`src/design/tcct_pkg.sv`:
```
// Shared types and constants of the transport client connection table.
package tcct_pkg;

  localparam int unsigned CONNECTIONS = 8;
  localparam int unsigned IDX_W       = 3;
  localparam int unsigned SEQ_MODULUS = 65536;
  localparam logic [15:0] SEQ_MAX     = 16'(SEQ_MODULUS - 1);

  typedef enum logic [2:0] {
    OP_OPEN       = 3'd0,
    OP_CONNECT    = 3'd1,
    OP_DISCONNECT = 3'd2,
    OP_CLOSE      = 3'd3,
    OP_SEGMENT    = 3'd4,
    OP_TICK       = 3'd5
  } opcode_e;

  typedef enum logic [1:0] {
    CS_CLOSED    = 2'd0,
    CS_SYNSENT   = 2'd1,
    CS_CONNECTED = 2'd2,
    CS_FINWAIT   = 2'd3
  } conn_state_e;

  typedef enum logic [1:0] {
    RK_REPLY    = 2'd0,
    RK_SEGMENT  = 2'd1,
    RK_CONN_DONE = 2'd2,
    RK_DISC_DONE = 2'd3
  } result_kind_e;

  localparam logic [1:0] TX_SYN    = 2'd0;
  localparam logic [1:0] TX_FIN    = 2'd2;
  localparam logic [2:0] RX_SYNACK = 3'd1;
  localparam logic [2:0] RX_FINACK = 3'd3;

  typedef enum logic [1:0] {
    CFG_SYN_RETRY   = 2'd0,
    CFG_FIN_RETRY   = 2'd1,
    CFG_SYN_TIMEOUT = 2'd2,
    CFG_FIN_TIMEOUT = 2'd3
  } cfg_index_e;

  typedef enum logic [1:0] {
    ST_IDLE  = 2'd0,
    ST_READ  = 2'd1,
    ST_EXEC  = 2'd2,
    ST_FLUSH = 2'd3
  } fsm_e;

  typedef struct packed {
    conn_state_e conn_state;
    logic [15:0] own_port;
    logic [15:0] peer_port;
    logic [15:0] next_sequence;
    logic [7:0]  sends_done;
    logic [15:0] wait_ticks;
  } entry_t;

  typedef struct packed {
    result_kind_e kind;
    logic [2:0]   sock;
    logic         success;
    logic [15:0]  from_port;
    logic [15:0]  to_port;
    logic [15:0]  seq;
    logic [1:0]   tx_kind;
  } result_t;

endpackage

```
`src/design/tcct_ram.sv`:
```
// Generic single-port-write, registered-read RAM.
module tcct_ram #(
  parameter int unsigned WIDTH = 8,
  parameter int unsigned DEPTH = 8
) (
  input  logic                     clk_i,
  input  logic                     we_i,
  input  logic [$clog2(DEPTH)-1:0] waddr_i,
  input  logic [WIDTH-1:0]         wdata_i,
  input  logic                     re_i,
  input  logic [$clog2(DEPTH)-1:0] raddr_i,
  output logic [WIDTH-1:0]         rdata_o
);

  logic [WIDTH-1:0] mem_q [DEPTH];

  always_ff @(posedge clk_i) begin
    if (we_i) begin
      mem_q[waddr_i] <= wdata_i;
    end
    if (re_i) begin
      rdata_o <= mem_q[raddr_i];
    end
  end

endmodule

```
`src/design/transport_client_connection_table.sv`:
```
// Top level of the transport client connection table.
//
// Commands arrive on the s_axis channel, one transfer per command, and the
// block answers on the m_axis channel with one or more result transfers, or
// with none for an unknown opcode, a segment that completes no handshake or a
// tick with no entry due; tlast marks the final result of a command.
// Configuration writes use the cfg channel, which is always ready and must only
// be used while the block is idle. Per-entry state lives in one RAM with a
// registered read; the valid bits are flip-flops. A command is handled one at a
// time. Open, and a command to an entry that is not valid, go from idle to the
// flush state and back. Connect, disconnect and close go through the read,
// execute and flush states. A received segment scans the table, a read and an
// execute step per entry, up to the matching one; a tick always scans every entry.
// A result is held back in a pending register so that tlast can be set, and the
// scan stalls when a further result is ready while the output register is full
// and the receiver is not ready. Reset clears all valid bits, restores the
// register defaults and empties the output; the RAM needs no clearing pass.
module transport_client_connection_table (
  input  logic        clk_i,
  input  logic        rst_ni,
  input  logic        s_axis_tvalid,
  output logic        s_axis_tready,
  // sock_index, local_port, remote_port, rx_src_port, rx_dest_port, rx_ack
  input  logic [87:0] s_axis_tdata,
  // opcode, rx_kind
  input  logic [5:0]  s_axis_tuser,
  output logic        m_axis_tvalid,
  input  logic        m_axis_tready,
  // result_sock, tx_src_port, tx_dest_port, tx_seq
  output logic [55:0] m_axis_tdata,
  // result_kind, success, tx_kind
  output logic [4:0]  m_axis_tuser,
  output logic        m_axis_tlast,
  input  logic        cfg_valid_i,
  output logic        cfg_ready_o,
  input  logic [1:0]  cfg_index_i,
  input  logic [15:0] cfg_data_i
);
  import tcct_pkg::*;

  localparam int unsigned EW = $bits(entry_t);

  fsm_e state_q, state_d;
  logic [CONNECTIONS-1:0] valid_q, valid_d;
  logic [7:0]  syn_limit_q, fin_limit_q;
  logic [15:0] syn_tmo_q, fin_tmo_q;

  opcode_e     op_q, op_d;
  logic [IDX_W-1:0] idx_q, idx_d;
  logic [15:0] rport_q, rport_d, rxsrc_q, rxsrc_d, rxdst_q, rxdst_d, rxack_q, rxack_d;
  logic [2:0]  rxkind_q, rxkind_d;

  result_t pend_q, pend_d;
  logic    pend_vld_q, pend_vld_d;
  result_t out_q, out_d;
  logic    out_vld_q, out_vld_d, out_last_q, out_last_d;

  logic   ram_we, ram_re;
  logic [IDX_W-1:0] ram_waddr;
  entry_t ram_wdata, ent;
  logic [EW-1:0] ram_rdata;

  logic accept, slot_free, stall, res_gen, done_scan, last_idx;
  result_t res;
  opcode_e in_op;
  logic [IDX_W-1:0] in_sock, free_idx;
  logic free_found;

  tcct_ram #(.WIDTH(EW), .DEPTH(CONNECTIONS)) u_ram (
    .clk_i   (clk_i),
    .we_i    (ram_we),
    .waddr_i (ram_waddr),
    .wdata_i (ram_wdata),
    .re_i    (ram_re),
    .raddr_i (idx_q),
    .rdata_o (ram_rdata)
  );

  assign ent           = entry_t'(ram_rdata);
  assign in_op         = opcode_e'(s_axis_tuser[2:0]);
  assign in_sock       = s_axis_tdata[2:0];
  assign s_axis_tready = (state_q == ST_IDLE);
  assign accept        = s_axis_tvalid && s_axis_tready;
  assign slot_free     = !out_vld_q || m_axis_tready;
  assign last_idx      = (idx_q == IDX_W'(CONNECTIONS - 1));
  assign cfg_ready_o   = 1'b1;

  always_comb begin
    free_found = 1'b0;
    free_idx   = '0;
    for (int i = CONNECTIONS - 1; i >= 0; i--) begin
      if (!valid_q[i]) begin
        free_found = 1'b1;
        free_idx   = IDX_W'(i);
      end
    end
  end

  // Next state.
  always_comb begin
    state_d = state_q;
    case (state_q)
      ST_IDLE: begin
        if (accept) begin
          case (in_op)
            OP_CONNECT, OP_DISCONNECT, OP_CLOSE:
              state_d = valid_q[in_sock] ? ST_READ : ST_FLUSH;
            OP_SEGMENT, OP_TICK: state_d = ST_READ;
            default:             state_d = ST_FLUSH;
          endcase
        end
      end
      ST_READ: state_d = ST_EXEC;
      ST_EXEC: begin
        if (!stall) begin
          state_d = done_scan ? ST_FLUSH : ST_READ;
        end
      end
      ST_FLUSH: begin
        if (!pend_vld_q || slot_free) begin
          state_d = ST_IDLE;
        end
      end
      default: state_d = ST_IDLE;
    endcase
  end

  // Datapath and outputs.
  always_comb begin
    logic syn, fin;
    logic [15:0] wt, tmo;
    logic [7:0]  lim;
    valid_d    = valid_q;
    op_d       = op_q;
    idx_d      = idx_q;
    rport_d    = rport_q;
    rxsrc_d    = rxsrc_q;
    rxdst_d    = rxdst_q;
    rxack_d    = rxack_q;
    rxkind_d   = rxkind_q;
    pend_d     = pend_q;
    pend_vld_d = pend_vld_q;
    out_d      = out_q;
    out_vld_d  = out_vld_q && !m_axis_tready;
    out_last_d = out_last_q;
    ram_we     = 1'b0;
    ram_re     = (state_q == ST_READ);
    ram_waddr  = idx_q;
    ram_wdata  = ent;
    res_gen    = 1'b0;
    res        = '0;
    done_scan  = 1'b0;
    stall      = 1'b0;
    syn        = (ent.conn_state == CS_SYNSENT);
    fin        = (ent.conn_state == CS_FINWAIT);
    wt         = (ent.wait_ticks != 16'hFFFF) ? ent.wait_ticks + 16'd1 : ent.wait_ticks;
    tmo        = syn ? syn_tmo_q : fin_tmo_q;
    lim        = syn ? syn_limit_q : fin_limit_q;

    case (state_q)
      ST_IDLE: begin
        if (accept) begin
          op_d       = in_op;
          rport_d    = s_axis_tdata[34:19];
          rxsrc_d    = s_axis_tdata[50:35];
          rxdst_d    = s_axis_tdata[66:51];
          rxack_d    = s_axis_tdata[82:67];
          rxkind_d   = s_axis_tuser[5:3];
          pend_vld_d = 1'b0;
          idx_d      = '0;
          pend_d     = '0;
          case (in_op)
            OP_OPEN: begin
              pend_vld_d = 1'b1;
              pend_d.kind = RK_REPLY;
              if (free_found) begin
                valid_d[free_idx]       = 1'b1;
                ram_we                  = 1'b1;
                ram_waddr               = free_idx;
                ram_wdata               = '0;
                ram_wdata.conn_state    = CS_CLOSED;
                ram_wdata.own_port      = s_axis_tdata[18:3];
                pend_d.sock             = free_idx;
                pend_d.success          = 1'b1;
              end
            end
            OP_CONNECT, OP_DISCONNECT, OP_CLOSE: begin
              idx_d = in_sock;
              if (!valid_q[in_sock]) begin
                pend_vld_d     = 1'b1;
                pend_d.sock    = in_sock;
                pend_d.kind    = (in_op == OP_CONNECT) ? RK_CONN_DONE :
                                 (in_op == OP_DISCONNECT) ? RK_DISC_DONE : RK_REPLY;
                pend_d.success = (in_op == OP_CLOSE);
              end
            end
            default: ;
          endcase
        end
      end
      ST_EXEC: begin
        case (op_q)
          OP_CONNECT, OP_DISCONNECT: begin
            done_scan = 1'b1;
            res_gen   = 1'b1;
            res.kind  = RK_SEGMENT;
            res.sock  = idx_q;
            res.from_port = ent.own_port;
            res.seq   = ent.next_sequence;
            ram_wdata.next_sequence = (ent.next_sequence == SEQ_MAX) ? 16'd0 :
                                      ent.next_sequence + 16'd1;
            ram_wdata.sends_done = 8'd1;
            ram_wdata.wait_ticks = '0;
            if (op_q == OP_CONNECT) begin
              ram_wdata.peer_port  = rport_q;
              ram_wdata.conn_state = CS_SYNSENT;
              res.to_port          = rport_q;
              res.tx_kind          = TX_SYN;
            end else begin
              ram_wdata.conn_state = CS_FINWAIT;
              res.to_port          = ent.peer_port;
              res.tx_kind          = TX_FIN;
            end
          end
          OP_CLOSE: begin
            done_scan = 1'b1;
            res_gen   = 1'b1;
            res.kind  = RK_REPLY;
            res.sock  = idx_q;
            if (ent.conn_state == CS_CLOSED) begin
              res.success = 1'b1;
            end
          end
          OP_SEGMENT: begin
            done_scan = last_idx;
            if (valid_q[idx_q] && ent.peer_port == rxsrc_q && ent.own_port == rxdst_q) begin
              done_scan = 1'b1;
              res.sock  = idx_q;
              res.success = 1'b1;
              if (rxack_q == ent.next_sequence) begin
                if (syn && rxkind_q == RX_SYNACK) begin
                  res_gen = 1'b1;
                  res.kind = RK_CONN_DONE;
                  ram_wdata.conn_state = CS_CONNECTED;
                end else if (fin && rxkind_q == RX_FINACK) begin
                  res_gen = 1'b1;
                  res.kind = RK_DISC_DONE;
                  ram_wdata.conn_state = CS_CLOSED;
                end
              end
            end
          end
          OP_TICK: begin
            done_scan = last_idx;
            if (valid_q[idx_q] && (syn || fin)) begin
              ram_wdata.wait_ticks = wt;
              if (wt >= tmo) begin
                res_gen  = 1'b1;
                res.sock = idx_q;
                if (ent.sends_done < lim) begin
                  ram_wdata.sends_done = ent.sends_done + 8'd1;
                  ram_wdata.wait_ticks = '0;
                  res.kind      = RK_SEGMENT;
                  res.from_port = ent.own_port;
                  res.to_port   = ent.peer_port;
                  res.seq       = (ent.next_sequence == 16'd0) ? SEQ_MAX :
                                  ent.next_sequence - 16'd1;
                  res.tx_kind   = syn ? TX_SYN : TX_FIN;
                end else begin
                  ram_wdata.conn_state = CS_CLOSED;
                  res.kind = syn ? RK_CONN_DONE : RK_DISC_DONE;
                end
              end
            end
          end
          default: done_scan = 1'b1;
        endcase

        stall = res_gen && pend_vld_q && !slot_free;
        if (!stall) begin
          if (op_q == OP_SEGMENT || op_q == OP_TICK) begin
            ram_we = res_gen || (op_q == OP_TICK && valid_q[idx_q] && (syn || fin));
          end else if (op_q == OP_CONNECT || op_q == OP_DISCONNECT) begin
            ram_we = 1'b1;
          end
          if (op_q == OP_CLOSE && ent.conn_state == CS_CLOSED) begin
            valid_d[idx_q] = 1'b0;
          end
          if (res_gen) begin
            if (pend_vld_q) begin
              out_d      = pend_q;
              out_vld_d  = 1'b1;
              out_last_d = 1'b0;
            end
            pend_d     = res;
            pend_vld_d = 1'b1;
          end
          if (!done_scan) begin
            idx_d = idx_q + IDX_W'(1);
          end
        end
      end
      ST_FLUSH: begin
        if (pend_vld_q && slot_free) begin
          out_d      = pend_q;
          out_vld_d  = 1'b1;
          out_last_d = 1'b1;
          pend_vld_d = 1'b0;
        end
      end
      default: ;
    endcase
  end

  always_ff @(posedge clk_i or negedge rst_ni) begin
    if (!rst_ni) begin
      state_q     <= ST_IDLE;
      valid_q     <= '0;
      pend_vld_q  <= 1'b0;
      out_vld_q   <= 1'b0;
      syn_limit_q <= 8'd5;
      fin_limit_q <= 8'd5;
      syn_tmo_q   <= 16'd100;
      fin_tmo_q   <= 16'd100;
    end else begin
      state_q    <= state_d;
      valid_q    <= valid_d;
      pend_vld_q <= pend_vld_d;
      out_vld_q  <= out_vld_d;
      if (cfg_valid_i) begin
        case (cfg_index_e'(cfg_index_i))
          CFG_SYN_RETRY:   syn_limit_q <= cfg_data_i[7:0];
          CFG_FIN_RETRY:   fin_limit_q <= cfg_data_i[7:0];
          CFG_SYN_TIMEOUT: syn_tmo_q   <= cfg_data_i;
          CFG_FIN_TIMEOUT: fin_tmo_q   <= cfg_data_i;
          default: ;
        endcase
      end
    end
  end

  always_ff @(posedge clk_i) begin
    op_q       <= op_d;
    idx_q      <= idx_d;
    rport_q    <= rport_d;
    rxsrc_q    <= rxsrc_d;
    rxdst_q    <= rxdst_d;
    rxack_q    <= rxack_d;
    rxkind_q   <= rxkind_d;
    pend_q     <= pend_d;
    out_q      <= out_d;
    out_last_q <= out_last_d;
  end

  assign m_axis_tvalid = out_vld_q;
  assign m_axis_tlast  = out_last_q;
  assign m_axis_tdata  = {5'd0, out_q.seq, out_q.to_port, out_q.from_port, out_q.sock};
  assign m_axis_tuser  = {out_q.tx_kind, out_q.success, out_q.kind};

endmodule

```
`config.mk`:
```
export PLATFORM = sky130hd
export DESIGN_NAME = transport_client_connection_table
export DESIGN_NICKNAME = d
export VERILOG_FILES = /design/src/design/tcct_pkg.sv /design/src/design/tcct_ram.sv /design/src/design/transport_client_connection_table.sv
export SDC_FILE = /design/constraint.sdc
export NUM_CORES = 1
export LEC_CHECK = 0
export ABC_AREA = 0
export BUFFER_PORTS_ARGS = -buffer_cell sky130_fd_sc_hd__buf_2
export CORE_AREA = 2 2 289 291
export DETAILED_ROUTE_END_ITERATION = 8
export DIE_AREA = 0 0 291 293
export PLACE_DENSITY = 0.6
export SKIP_CTS_REPAIR_TIMING = 1
export SYNTH_ARGS = -nofsm -noshare
export SYNTH_HDL_FRONTEND = slang
export SYNTH_SLANG_ARGS = --single-unit
export TNS_END_PERCENT = 50
```
`constraint.sdc`:
```
create_clock -name clk_i -period 19.8 [get_ports clk_i]
set_input_delay 1.98 -clock clk_i [delete_from_list [all_inputs] [get_ports clk_i]]
set_output_delay 1.98 -clock clk_i [all_outputs]
set_load 0.02 [all_outputs]
```
Word level (Yosys, flattened, before mapping)
Memories as Yosys holds them, arrays and structs flattened. A register that Yosys moved wholly into a read port is not among the register bits.
Cells that the tools add are included.
{"block": "word_totals", "regBits": 246, "latchBits": 0, "ramBits": 592, "mem_bits_ro": 0, "out_inout_bits": 65, "wordCells": 273, "memories": 1}
{"memory": "u_ram.mem_q", "depth": 8, "width": 74, "read_ports": 1, "rd_ports_with_merged_regs": 1, "write_ports": 1, "line": "tcct_ram.sv:15", "source": "logic [WIDTH-1:0] mem_q [DEPTH];"}
{"block": "classes", "addsub": 5, "multipliers": 0, "n_div": 0, "order_cmp": 7, "eq_ne": 37, "shift": 0, "muxes": 142, "bitwise": 3, "n_reduce_logical": 48}
{"cell": "two-way mux 56 bit", "count": 7}
{"cell": "case mux 56 bit (2 select lines)", "count": 3}
{"cell": "two-way mux 74 bit", "count": 3}
{"cell": "two-way mux 50 bit", "count": 3}
{"cell": "case mux 50 bit (2 select lines)", "count": 1}
{"cell": "two-way mux 16 bit", "count": 6}
{"cell": "two-way mux 24 bit", "count": 3}
{"cell": "== test 16 bit", "count": 3}
{"cell": "two-way mux 3 bit", "count": 16}
{"cell": "two-way mux 8 bit", "count": 6}
{"cell": "case mux 24 bit (2 select lines)", "count": 1}
{"cell": "two-way mux 1 bit", "count": 46}
{"cell": "two-way mux 2 bit", "count": 21}
{"cell": "adder 16 x 1 -> 16 bit (second input constant)", "count": 2}
{"cell": "two-way mux 32 bit", "count": 1}
{"cell": "case mux 5 bit (4 select lines)", "count": 1}
{"cell": "== test 16 bit (second input constant)", "count": 1}
{"cell": "greater-or-equal comparator 16 bit", "count": 1}
{"cell": "zero test 16 bit", "count": 1}
{"cell": "!= test 16 bit (second input constant)", "count": 1}
{"cell": "case mux 8 bit (2 select lines)", "count": 1}
{"cell": "subtractor 16 x 1 -> 16 bit (second input constant)", "count": 1}
{"cell": "== test 3 x 2 -> 1 bit (second input constant)", "count": 5}
{"cell": "== test 3 bit (second input constant)", "count": 5}
{"cell": "other kinds (39)", "count": 103}

Logic depth before layout (Yosys ltp)
{"block": "depth", "ltp_word": 17, "ltp_mapped": 19, "mapped_depth_nobuf": 16}

By module
A second synthesis with hierarchy kept.
{"block": "unflattened", "hier_cells": 2101, "hier_area_um2": 37450.9}
{"mod": "tcct_ram", "n_inst": 1, "cells_per_inst": 942, "area_per_inst_um2": 24488.5}
{"mod": "transport_client_connection_table", "n_inst": 1, "cells_per_inst": 1159, "area_per_inst_um2": 12962.4}

Worst setup path after synthesis
Ideal clock, no wire load.
{"block": "synth_path", "kind": "input-to-reg", "start": "input port s_axis_tvalid", "end": "memory u_ram.mem_q[2][0] in the netlist's numbering, enable pin", "t_arrival_ns": 7.735, "required_ns": 19.293, "setup_slack_ns": 11.558, "stages": 7, "cell_sequence": "and2_1 and2_1 nand2_1 clkbuf_1 o21ai_0 nand2_1 nor2_1"}
{"block": "synth_between", "elab_chain_cells": 5, "elab_cells_between_ends": 7, "cone_classes": "6 x mux; 1 x reduce/logical"}
{"element": "from (decl)", "line": "transport_client_connection_table.sv:21", "source": "input logic s_axis_tvalid,"}
{"element": "logical AND 1 bit (*)", "line": "transport_client_connection_table.sv:83", "source": "assign accept = s_axis_tvalid && s_axis_tready;"}
{"element": "two-way mux 1 bit", "line": "transport_client_connection_table.sv:162", "source": "if (accept) begin"}
{"element": "case mux 1 bit (2 select lines)", "line": "transport_client_connection_table.sv:160", "source": "case (state_q)"}
{"element": "two-way mux 1 bit", "line": "tcct_ram.sv:18", "source": "if (we_i) begin"}
{"element": "two-way mux 1 bit (implied by the code)", "line": "tcct_ram.sv:19", "source": "mem_q[waddr_i] <= wdata_i;"}
{"element": "to (decl)", "line": "tcct_ram.sv:15"}
Every way passes the cells marked *; elsewhere a longest branch is shown, timed or not.

Worst setup path after layout
{"block": "layout_path", "start": "register u_ram.rdata_o[3] (read register of u_ram.mem_q)", "end": "memory u_ram.mem_q[1][14] in the netlist's numbering, enable pin"}
{"block": "layout_between", "elab_chain_cells": 13, "elab_cells_between_ends": 16, "cone_classes": "1 x add/sub; 1 x order compare; 1 x eq/ne; 10 x mux; 3 x reduce/logical"}
{"element": "from (decl)", "line": "tcct_ram.sv:12", "source": "output logic [WIDTH-1:0] rdata_o"}
{"element": "adder 16 x 1 -> 16 bit or != test 16 bit (tied branches)", "line": "transport_client_connection_table.sv:156", "source": "wt = (ent.wait_ticks != 16'hFFFF) ? ent.wait_ticks + 16'd1 : ent.wait_ticks;"}
{"element": "two-way mux 16 bit (*)", "line": "transport_client_connection_table.sv:156"}
{"element": "greater-or-equal comparator 16 bit (*)", "line": "transport_client_connection_table.sv:257", "source": "if (wt >= tmo) begin"}
{"element": "two-way mux 1 bit (*)", "line": "transport_client_connection_table.sv:257"}
{"element": "two-way mux 1 bit (*)", "line": "transport_client_connection_table.sv:255", "source": "if (valid_q[idx_q] && (syn || fin)) begin"}
{"element": "case mux 1 bit (3 select lines) (*)", "line": "transport_client_connection_table.sv:202", "source": "case (op_q)"}
{"element": "two-way mux 1 bit (*)", "line": "transport_client_connection_table.sv:160"}
{"element": "logical OR 1 bit or logical AND 1 bit (tied branches)", "line": "transport_client_connection_table.sv:282, transport_client_connection_table.sv:279"}
{"element": "two-way mux 1 bit or logical AND 1 bit (tied branches)", "line": "transport_client_connection_table.sv:281, transport_client_connection_table.sv:279"}
{"element": "two-way mux 1 bit (*)", "line": "transport_client_connection_table.sv:280", "source": "if (!stall) begin"}
{"element": "case mux 1 bit (2 select lines) (*)", "line": "transport_client_connection_table.sv:160"}
{"element": "two-way mux 1 bit (*)", "line": "tcct_ram.sv:18"}
{"element": "two-way mux 1 bit (implied by the code) (*)", "line": "tcct_ram.sv:19"}
Every way passes the cells marked *; elsewhere a longest branch is shown, timed or not. The select of a mux whose other input is x is not followed.

==> impl_results.md <==
- Worst skew pair latency: 0.66 ns
- Min Tclk post-route: 6.96 ns
- Fin. Hold Viols: 0
- Crit share post-route: 35.1%
- Synth Warn #: 0
- Post-layout util: 50.5%
- Root Buffer Master: clkbuf_16
- Max transition margin: 17.2%
- Hold Crit Start: pend_q[50]
- Sink Count: 910
- Main combinational cell family by area after synthesis: compound AO/OA/AOI/OAI gates
- Initial DRC Count: 2064
- Post-synthesis mux area share: 3.10%
- GRT overflow: 0
- Ports: 182
- Number of global-route vias before repair: 21400
- Cts bufs inserted: 93
- Core area: 81800 um2
- Initial core utilization: 43.9%
- First drt pass iteration count: 5
- CP arrival: 7.21 ns
- Post-DR wirelength/cell: 25.4 um
- Layout Skew: 0.0379 ns
- Asr flop ratio synth: 6.59%
- CP required: 20.06 ns
- Worst hold path class: register to register
- CTS tree: yes
- Worst-Margin Slew: 1.23 ns
- Share of total power in sequential cells: 47.3%
- Inserted Diodes: 0
- Die area: 85300 um2
- Die width: 291 um
- Post-synth top flop: edfxtp_1
- Fmax: 144 MHz
- Post-DRT Antenna Nets: 0
- RR Endpoint: u_ram.mem_q[1][14]
- Clock power share: 29.3%
- # rows: 105
- Post-synthesis xor/xnor area fraction: 1.66%
- Die Height: 293 um
- FF+latch count, synth: 910
- Syn Area/Cell: 16.0 um2
- Vias/cell: 5.89
- Worst R2R Setup Slack: 12.84 ns
- Final Max Slew Viols: 0
- PortBufs: 169
- Startpoint Class: register
- Via count: 21100
- Gr usage total: 21.1%
- R2r startpoint: u_ram.rdata_o[3]
- Syn Inst Count: 2247
- H-tree depth: 3
- Adder-cell area share of the yosys netlist: 1.15%
- Leak Pwr: 13.9 nW
- Fraction of layout cells with a size suffix above 1: 19.5%
- Post-synth design cell area: 35900 um2
- Pint: 4.30 mW
- Area Overhead vs Synth: 15.1%
- Nets: 2580
- Synth Area in Compound Gates: 10.4%
- Distinct cells, synth: 81
- Post-route DRC: 0
- Synth Area in Simple Gates: 6.61%
- Maximum root-to-sink buffer count: 3
- Max-Cap Viols: 0
- Antenna violations before repair: 3
- Clock-pin slew on the worst setup and hold paths: 0.06 ns
- RePlAce Congestion: 0.836
- Sw Ratio: 31.8%
- First-pass GRT wire length: 136000 um
- Worst setup EP type: register
- Critical path startpoint: u_ram.rdata_o[3]
- Fillers: 6695
- Setup Viol. Count Final: 0
- Power density cells: 153 nW/um2
- Hold_ws: 0.398 ns
- Largest net degree at the start of global routing: 61
- Max FO, Critical Path: 53
- Worst setup path end: u_ram.mem_q[1][14]
- Post-synth EDFFs: 850
- Total Neg Setup Slack: 0 ns
- Total Wirelength: 91000 um
- Status: finished, final reports clean
- DP HPWL: 50600 um
- Unrepaired setup endpoints after global routing: false
- Sequential element share of the synthesized area: 75.3%
- Net switching power: 2.01 mW
- Peak VDD IR: 0.0896 mV
- Critical Setup Path Class: register to register
- Share of total power in combinational logic: 23.4%
- Worst Reg-to-Reg Cells: 17
[power groups by stage]
stage          registers [mW]  logic [mW]  clock network [mW]
2_1_floorplan            2.98       0.908                   0
3_3_place_gp             3.01        1.43                   0
3_5_place_dp             3.02        1.47                   0
4_1_cts                  2.98        1.48                1.88
5_1_grt                  3.02        1.61                1.96
6_report                 2.98        1.48                1.85
[flip-flops by register name (all words and copies together) (netlist names), 51 cells and up]
name,cells
u_ram.rdata_o,74
u_ram.mem_q,592
pend_q,55
m_axis_tdata,51
[cells in the final DEF (no fill, tap or decap), types with 31 or more instances in the layout]
master     instances
a21oi_1           70
a22oi_1          300
buf_2            169
buf_4             45
clkbuf_16         94
dfrtp_1           50
edfxtp_1         850
ha_1              32
mux2_2            70
nand2_1          138
nand3_1           31
nand4_1           90
nor2_1            46
o21ai_0           38
xor2_1            53
[layer usage]
layer	global-route usage, %	vias up	wire length, um
met5	0	-	44
met4	6.17	6	1790
met3	3.53	122	6330
met2	34.4	836	43800
met1	29.4	10800	39000
li1	-	9345	-
[kinds of logic (layout without fill, tap and decap cells)]
| logic type | count (synthesis) | after routing |
|---|---|---|
| compound gates | 529 | 529 |
| xor+xnor | 68 | 68 |
| fa+ha+maj | 33 | 33 |
| buf+inv | 152 | 409 |
| flops | 910 | 910 |
| mux | 100 | 100 |
| other cells | 2 | 7 |
| simple gates | 453 | 453 |
[Yosys cell counts (4+ instances only)]
cell type	instances	area, um2
buf_4	10	75.1
and3_1	8	50.1
o21ai_1	8	40.0
nand3_1	31	155
inv_1	20	75.1
o21ai_0	38	190
nor4_1	19	119
nor2b_1	6	37.5
xor2_1	53	464
buf_1	9	33.8
dfstp_2	10	263
nor2_1	56	210
nand2_1	138	518
buf_2	11	55.1
a22o_1	18	158
o211ai_1	4	30.0
nand2b_1	10	62.6
nand3b_1	4	30.0
nor3_1	25	125
xnor2_1	15	131
edfxtp_1	850	25500
ha_1	33	413
and2_1	21	131
clkbuf_1	101	379
nand4_1	90	563
dfrtp_1	50	1250
or3_1	10	62.6
a22oi_1	301	2260
o22ai_1	5	31.3
mux2_2	70	788
o21a_1	10	75.1
and4_1	7	61.3
o31ai_1	11	82.6
mux2i_1	27	270
a21oi_1	70	350
a31oi_1	4	25.0
a21o_1	23	173
[cell type report]
type	instances	area [um2]	area share [%]
inverters	20	75.1	0.182
clock buffers	110	2460	5.94
flip-flops and latches	910	27000	65.4
multi-input cells	1190	8420	20.4
clock inverters	64	823	1.99
well taps	1070	1340	3.24
repair buffers	215	1190	2.88
[worst min path at each step]
| stage | to | cells after the start |
|---|---|---|
| after floorplan | m_axis_tdata[0] | 0 |
| after global placement | m_axis_tdata[1] | 0 |
| after detailed placement | m_axis_tdata[33] | 0 |
| after CTS | m_axis_tuser[2] | 0 |
| after global routing | m_axis_tuser[2] | 0 |
| final | m_axis_tuser[2] | 0 |
[critical path, cell delays in order, from the launching register on]
cell and delay, ns:
edfxtp_1 0.50, and4_1 0.28, and4_1 0.27, nand4_1 0.20, nor2_1 0.39, nor3_1 0.18
xor2_1 0.19, ha_1 0.35, a21o_1 0.19, a21oi_1 0.15, o21ai_0 0.16, nor4_4 0.31
buf_4 0.26, o22ai_1 0.22, o31ai_1 0.53, a41oi_1 0.56, nor2_4 0.89, buf_4 0.89
[stage by stage]
| stage | area [um2] | setup WS, ns | std cells | total power, mW |
|---|---|---|---|---|
| global placement | 38100 | 12.99 | 3404 | 4.44 |
| floorplan | 35900 | 11.56 | 2252 | 3.89 |
| detailed placement | 38100 | 12.87 | 3404 | 4.49 |
| finish | 41300 | 12.84 | 3579 | 6.31 |
| global route | 41300 | 12.35 | 3579 | 6.59 |
| CTS | 41300 | 12.85 | 3578 | 6.34 |
No activity file was read; power rests on OpenSTA's default activity.
